===== config.mk =====
export PLATFORM = sky130hd
export DESIGN_NAME = smp_front
export DESIGN_NICKNAME = d
export VERILOG_FILES = /design/src/sv/smp_pkg.sv /design/src/sv/smp_front.sv
export SDC_FILE = /design/constraint.sdc
export NUM_CORES = 1
export LEC_CHECK = 0
export ABC_AREA = 1
export BUFFER_PORTS_ARGS = -buffer_cell sky130_fd_sc_hd__buf_4
export CORE_AREA = 2 2 146 148
export DETAILED_ROUTE_END_ITERATION = 16
export DIE_AREA = 0 0 148 150
export PLACE_DENSITY = 0.52
export SYNTH_ARGS = -nofsm -noshare
export SYNTH_HDL_FRONTEND = slang
export SYNTH_SLANG_ARGS = --single-unit

===== constraint.sdc =====
create_clock -name vclk -period 8.5
set_input_delay 0.425 -clock vclk [all_inputs]
set_output_delay 0.425 -clock vclk [all_outputs]
set_load 0.02 [all_outputs]

===== src/sv/smp_pkg.sv =====
// Shared types and constants of the skinned mesh partitioner.
// No dependencies.
`timescale 1ns / 1ps

package smp_pkg;

  localparam int VertexLimit = 65535;
  localparam int QueueDepth  = 2;

  localparam logic [1:0] KIND_VERTEX  = 2'd0;
  localparam logic [1:0] KIND_PALETTE = 2'd1;
  localparam logic [1:0] KIND_CLOSE   = 2'd2;

  typedef struct packed {
    logic [2:0][15:0]      vtx;
    logic [2:0][3:0][9:0]  bone;
    logic                  mat_end;
    logic [15:0]           lo;
    logic [15:0]           hi;
  } tri_t;

  typedef struct packed {
    logic [1:0]       kind;
    logic [15:0]      local_vertex;
    logic             is_new;
    logic [3:0][5:0]  slots;
    logic [5:0]       palette_slot;
    logic [9:0]       global_bone;
    logic [7:0]       material_index;
    logic [6:0]       bone_count;
    logic             last;
  } res_t;

endpackage


===== src/sv/smp_front.sv =====
// Front end: unpacks an incoming triangle and finds its vertex index span.
// Depends on smp_pkg.
`timescale 1ns / 1ps

module smp_front
  import smp_pkg::*;
(
  input  logic [167:0] tdata,
  input  logic         tlast,
  output tri_t         tri_out
);

  logic [15:0] va, vb, vc;
  logic [15:0] lo_ab, hi_ab;

  assign va = tdata[15:0];
  assign vb = tdata[31:16];
  assign vc = tdata[47:32];

  assign lo_ab = (vb < va) ? vb : va;
  assign hi_ab = (vb > va) ? vb : va;

  always_comb begin
    tri_out         = '0;
    tri_out.vtx[0]  = va;
    tri_out.vtx[1]  = vb;
    tri_out.vtx[2]  = vc;
    for (int i = 0; i < 3; i++) begin
      for (int j = 0; j < 4; j++) begin
        tri_out.bone[i][j] = tdata[48 + 40*i + 10*j +: 10];
      end
    end
    tri_out.mat_end = tlast;
    tri_out.lo      = (vc < lo_ab) ? vc : lo_ab;
    tri_out.hi      = (vc > hi_ab) ? vc : hi_ab;
  end

endmodule


Word-level counts from Yosys, hierarchy flattened
Cells that the tools add are included.

storage, ports and cells
  register bits after elaboration = 0
  input bits = 169
  output and inout port bits = 201
  word-level logic and storage cells = 8

operators by class
  magnitude comparators = 4
  multiplexer cells = 4

operators with widths
  operator                        number
  2-to-1 mux 16 bit               4
  greater-than comparator 16 bit  2
  < comparator 16 bit             2

Longest topological paths before layout
Gate-level depths: netlist of the first run.

  depth after elaboration = 4
  mapped depth = 27
  mapped depth without buffers = 25

Worst setup path before layout of the first run
Ideal clock, no wire load.

  path type = input to output
  start = input tdata[7]
  end = output tri_out[0] (netlist name)
  arrival time = 3,436 ps
  data required time = 8,075 ps
  slack = 4,639 ps
  cell stages on the path = 19
  buffers on the path = 2
  cell sequence = inv_1 ha_1 nand2_1 nor2_1 nand4_1 o41ai_2 clkbuf_1 o21ai_1 ha_1 inv_1 nor2_1 nor2_1 o21a_1 o221ai_1 nand2_1 o2111ai_1 nand2_1 clkbuf_1 o21ai_0

RTL lines
  element      line             text
  from (decl)  smp_front.sv:8   input logic [167:0] tdata,
  to (decl)    smp_front.sv:10  output tri_t tri_out

==> summary.txt, run 1 <==
Outcome
  • Outcome: finished clean

Detailed routing
  • Final WL: approximately 11 mm
  • Via/cell ratio: 3.79
  • DRT iter0 DRCs: between 100 and 150
  • Total number of vias: 2776
  • DR pass1 iterations: 4
  • WL per Instance: 15.3 µm
  • DRC violations left: 0
  • Final antenna-violating net count: 0

Floorplan
  • Die area: 22200 µm²
  • DIE HEIGHT: about 150 µm
  • Chip Width: 148 µm
  • Core footprint: 20700 µm²
  • Ports: 370
  • Row count: 53
  • Initial core utilization: 0.153

Critical path
  • CP required: 8.08 ns
  • Worst path cell trace: buf_4 -> inv_1 -> ha_1 -> nand2_1 -> nor3_1 -> nand2_1 -> nand2_2 -> o41ai_4 -> buf_4 -> nand2_1 -> o21ai_1 -> ha_1 -> nand2_1 -> inv_1 -> nand3_1 -> nor3_1 -> nand2_1 -> o2111ai_1 -> nand2_1 -> o21ai_0 -> buf_4
  • Cell repeated most along the worst path: nand2_1
  • CP Class: in -> out
  • Crit. End Element: output pin
  • Kind of start point of the critical path: input port
  • Buf+Inv Stages, Crit Path: 5
  • Top delay family on crit path: simple AND/OR/NAND/NOR gates
  • Critical Path Fanout Max: 32
  • Crit path DAT: 5.13 ns
  • Slowest-stage cell, CP: nand2_1
  • CP max stage delay: 0.59 ns

Cells and area
  • Clkbuf count: 0
  • Filler cells: 2430
  • Synth-to-Final Area Change: 0.593%
  • Final core utilization: 0.154
  • Total Nets Final: 676
  • Seq. cell area: 0 µm²
  • Multi-input gate area: 1690 µm²
  • Fraction of layout instances using a drive strength above 1: 0.301
  • Ant. Diodes: 0
  • Sequential cell count: 0
  • Post-route design area: approximately 3200 µm²

STA
  • RSZ-0062 raised after global routing: no
  • Post-layout minimum cycle time: about 5.6 ns
  • Slew HR: 0.337
  • Setup ws final: slightly below 3 ns
  • Hold Fails Final Rpt: 0
  • Measured slew at the worst slew-check pin: 0.991 ns
  • Fmax achieved: 180 MHz
  • Final period util: 0.653
  • Setup TNS: 0 ns
  • Final Slew Violations: 0
  • Final setup fails: 0

Clock tree
  • Post-cts resize count: 0
  • # hold bufs at CTS: 0
  • Post-CTS Setup Inserts: 0

Global routing
  • Overall Global Routing Usage: 0.0918
  • Initial antenna violation count: 0
  • Largest net degree at the start of global routing: 33
  • Vias in the first global route: between 2000 and 3000
  • Gr ovfl total: 0
  • First-pass GRT wire length: 15.6 mm

Yosys
  • Sequential share of the synthesized area: 0
  • Syn_area_per_cell: 6.22 µm²
  • Synth top cells by count: buf_4, nand2_1, ha_1
  • Mapped Nets: 725
  • Syn. warnings: 0
  • Main area contributors after synthesis: buf_4, ha_1, nand2_1
  • Yosys cell types: 27
  • Largest area contributor in the netlist: buf_4
  • Most common cell in the netlist: buf_4
  • Post-synth top area share: 0.401
  • Synthesized area: 3170 µm²
  • Mapped Cells: around 510

Pwr
  • Switching part of the total: 0.617
  • Logic pwr share: 1.000
  • Clk pwr share: 0
  • Part of the power in registers: 0
  • Pwr Density: 114 nW/µm²
  • Cell leakage power: roughly 0.0017 µW
  • Overall power: 362 µW
  • Peak supply drop: 29.3 µV
  • P_int: ~140 µW
  • Switching pwr: approximately 220 µW

Placed design
  • RePlAce Congestion: 0.800
  • Hpwl dp: 9.71 mm
  • Post-place setup slack: 2.76 ns
  • Placed Area: ~3200 µm²
  • PortBufs: 128

Worst hold path
  • Worst hold path class: in -> out
  • Hold path start: tdata[119]
  • Hold Crit Depth: 0
  • Hold endpoint: tri_out[104]

Job
  • Maximum capacitance violations: 0
## kinds of logic after synthesis
logic type               Yosys count  share of synthesized area
buffers and inverters            228                      0.474
AND/OR/NAND/NOR                  160                      0.210
AO/OA/AOI/OAI                     74                      0.130
adder cells (fa/ha/maj)           47                      0.186
## layout by cell type, fill, tap and decap left out, drive strengths merged
cell type  Yosys  routed
and2           1       1
a211oi         1       1
nand3         23      23
a21o           1       1
buf          173     130
a31oi          1       1
o221ai         1       1
ha            47      47
a21oi         32      32
a2111oi        1       1
nor2          25      25
o21a           1       1
nor3           3       3
nand4          5       5
o21ai         34      34
o41ai          1       1
inv           47      47
o2111ai        1       1
nand2        103     103
## final cells by class
cell class / count / share of cell area
multi-input combinational: 281 / 0.530
timing repair buffer: 130 / 0.306
tap: 275 / 0.108
inverter: 47 / 0.0554
## worst max-delay path by stage
| stage | to | startpoint | depth (start not counted) |
|---|---|---|---|
| 6_report | tri_out[0] | tdata[15] | 21 |
| 5_1_grt | tri_out[0] | tdata[15] | 21 |
| 4_1_cts | tri_out[0] | tdata[15] | 21 |
| 3_5_place_dp | tri_out[0] | tdata[15] | 21 |
| 3_3_place_gp | tri_out[0] | tdata[15] | 21 |
| 2_1_floorplan | tri_out[0] | tdata[7] | 19 |
## stage by stage
stage          cells  hold slack, ns
4_1_cts          733           0.850
6_report         733           0.850
3_5_place_dp     733           0.850
3_3_place_gp     733           0.850
2_1_floorplan    509           0.963
5_1_grt          733           0.850
## layer usage
layer | up-vias | global-route usage | share of wire
li1 | 1380 | - | -
met3 | 72 | 0.0293 | 0.099
met4 | 0 | 0.0438 | 0.056
met2 | 147 | 0.160 | 0.47
met5 | - | 0 | 0
met1 | 1177 | 0.101 | 0.38
## power groups by stage
stage / registers, µW / logic, µW / clock network, µW
global route: 0 / 404 / 0
CTS: 0 / 372 / 0
floorplan: 0 / 311 / 0
global placement: 0 / 370 / 0
detailed placement: 0 / 371 / 0
finish: 0 / 362 / 0
Note: power is estimated with default switching activity, not from simulation.
==> run 2: changes to the inputs <==
- CORE_AREA: 2 2 146 148 -> 2 2 145 147
- DIE_AREA: 0 0 148 150 -> 0 0 147 149
- PLACE_DENSITY: 0.52 -> 0.54
- clock period: 8.5 -> 5 ns (I/O delays scaled with it)
==> run 2 against run 1 <==
Net effect: sequential share of layout area unchanged; worst hold slack got worse by 0.35 ns; critical path depth increased by 1; via count decreased by 1.0%; power increased by 69%; first-iteration DRC count decreased by 48%; count of clock-buffer cells in the layout unchanged; final cell count increased by 0.27%; worst setup slack got worse by 2.0 ns.
==> summary.txt, run 2 (same netlist as run 1, synthesis figures left out) <==
Critical path
  • Slowest-stage cell, CP: ha_1 (was nand2_1)
  • Kind of start point of the critical path: input port (unchanged)
  • CP required: 4.75 ns (was 8.08 ns)
  • CP max stage delay: 0.31 ns (was 0.59 ns)
  • CP Class: in -> out (unchanged)
  • Crit path DAT: 3.82 ns (was 5.13 ns)
  • Worst path cell trace: buf_4 -> inv_1 -> ha_1 -> nand4_1 -> nor3_1 -> nand2_1 -> nand2_2 -> o41ai_4 -> buf_4 -> nand2_1 -> o21ai_1 -> ha_1 -> nand2_1 -> inv_1 -> nand3_1 -> nor3_1 -> nand3_1 -> nand2_1 -> buf_4 -> nor2_1 -> a21oi_1 -> buf_4 (was buf_4 -> inv_1 -> ha_1 -> nand2_1 -> nor3_1 -> nand2_1 -> nand2_2 -> o41ai_4 -> buf_4 -> nand2_1 -> o21ai_1 -> ha_1 -> nand2_1 -> inv_1 -> nand3_1 -> nor3_1 -> nand2_1 -> o2111ai_1 -> nand2_1 -> o21ai_0 -> buf_4)
  • Crit. End Element: output pin (unchanged)
  • Buf+Inv Stages, Crit Path: 6 (was 5)
  • Top delay family on crit path: simple AND/OR/NAND/NOR gates (unchanged)
  • Critical Path Fanout Max: 32 (unchanged)

Clock tree
  • Post-cts resize count: 0 (unchanged)
  • # hold bufs at CTS: 0 (unchanged)
  • Post-CTS Setup Inserts: 0 (unchanged)

Worst hold path
  • Worst hold path class: in -> out (unchanged)

Placed design
  • Hpwl dp: 9.89 mm (was 9.71 mm)
  • Placed Area: 3200 µm² (was 3190 µm²)
  • PortBufs: 128 (unchanged)
  • RePlAce Congestion: 0.786 (was 0.800)
  • # placed instances: 735 (was 733)
  • Post-place setup slack: 0.804 ns (was 2.76 ns)

Cells and area
  • Ant. Diodes: 0 (unchanged)
  • Fraction of layout instances using a drive strength above 1: 0.304 (was 0.301)
  • Post-route design area: 3200 µm² (was 3190 µm²)
  • Most frequent cells in the layout: buf_4, nand2_1, ha_1 (unchanged)
  • Sequential cell count: 0 (unchanged)
  • Commonest non-fill, non-tap cell in the layout: buf_4 (unchanged)
  • Non-filler cells in the finished layout: 735 (was 733)
  • Seq. cell area: 0 µm² (unchanged)
  • Filler cells: 2431 (was 2430)
  • Clkbuf count: 0 (unchanged)
  • Multi-input gate area: 1690 µm² (unchanged)
  • Synth-to-Final Area Change: 1.07% (was 0.593%)
  • Total Nets Final: 678 (was 676)

STA
  • Measured slew at the worst slew-check pin: 0.653 ns (was 0.991 ns)
  • Final setup fails: 0 (unchanged)
  • RSZ-0062 raised after global routing: no (unchanged)
  • Post-layout minimum cycle time: 4.07 ns
  • Hold Fails Final Rpt: 0 (unchanged)
  • Setup TNS: 0 ns (unchanged)
  • Final Slew Violations: 0 (unchanged)
  • Setup ws final: 0.925 ns (was 2.95 ns)
  • Final period util: 0.815
  • Slew HR: 0.565 (was 0.337)
  • Fmax achieved: 245 MHz

Global routing
  • Initial antenna violation count: 0 (unchanged)
  • Gr ovfl total: 0 (unchanged)
  • Overall Global Routing Usage: 0.0906 (was 0.0918)
  • Largest net degree at the start of global routing: 33 (unchanged)
  • First-pass GRT wire length: 15.1 mm (was 15.6 mm)
  • Vias in the first global route: 2558 (was 2559)

Detailed routing
  • DRC violations left: 0 (unchanged)
  • Final antenna-violating net count: 0 (unchanged)
  • Total number of vias: 2748 (was 2776)
  • DR pass1 iterations: 4 (unchanged)
  • WL per Instance: 14.7 µm (was 15.3 µm)
  • Final WL: 10.8 mm (was 11.2 mm)
  • DRT iter0 DRCs: 72 (was 139)
  • Via/cell ratio: 3.74 (was 3.79)

Job
  • Maximum capacitance violations: 0 (unchanged)

Pwr
  • Overall power: 611 µW (was 362 µW)
  • Pwr Density: 191 nW/µm² (was 114 nW/µm²)
  • Cell leakage power: 0.00174 µW (was 0.00173 µW)
  • Peak supply drop: 38.3 µV (was 29.3 µV)

Floorplan
  • Core footprint: 20600 µm² (was 20700 µm²)
  • Die area: 21900 µm² (was 22200 µm²)
  • Chip Width: 147 µm (was 148 µm)
  • Row count: 53 (unchanged)
  • Initial core utilization: 0.154 (was 0.153)
  • DIE HEIGHT: 149 µm (was 150 µm)
  • Ports: 370 (unchanged)

Outcome
  • Outcome: finished clean (unchanged)
-- run 2: where the power goes --
part | switching (µW) | internal [µW] | leakage, µW
registers | 0 | 0 | 0
clock network | 0 | 0 | 0
logic | 373 | 239 | 0.00174
-- run 2: cell type report --
cell class,count,share of cell area
Inverter,47,0.0551
Tap cell,275,0.108
Timing Repair Buffer,132,0.310
Multi-Input combinational cell,281,0.528
-- run 2: path summary, 6_finish.rpt --
kind        from            to  slack [ns]  cells after the start
max    tdata[11]   tri_out[11]        0.93                     22
min   tdata[136]  tri_out[121]        0.50                      0
-- run 2: per-layer routing --
| metal | track usage | part of all wire | up-vias |
|---|---|---|---|
| met2 | 0.158 | 0.46 | 125 |
| met5 | 0 | 0 | - |
| met1 | 0.103 | 0.40 | 1170 |
| met4 | 0.0466 | 0.056 | 0 |
| met3 | 0.0229 | 0.084 | 72 |
| li1 | - | - | 1381 |
-- run 2: stage by stage --
stage / utilization / hold WS (ns)
final: 0.156 / 0.500
after global routing: 0.156 / 0.500
after CTS: 0.156 / 0.500
after detailed placement: 0.156 / 0.500
after global placement: 0.156 / 0.500
after floorplan: - / 0.613
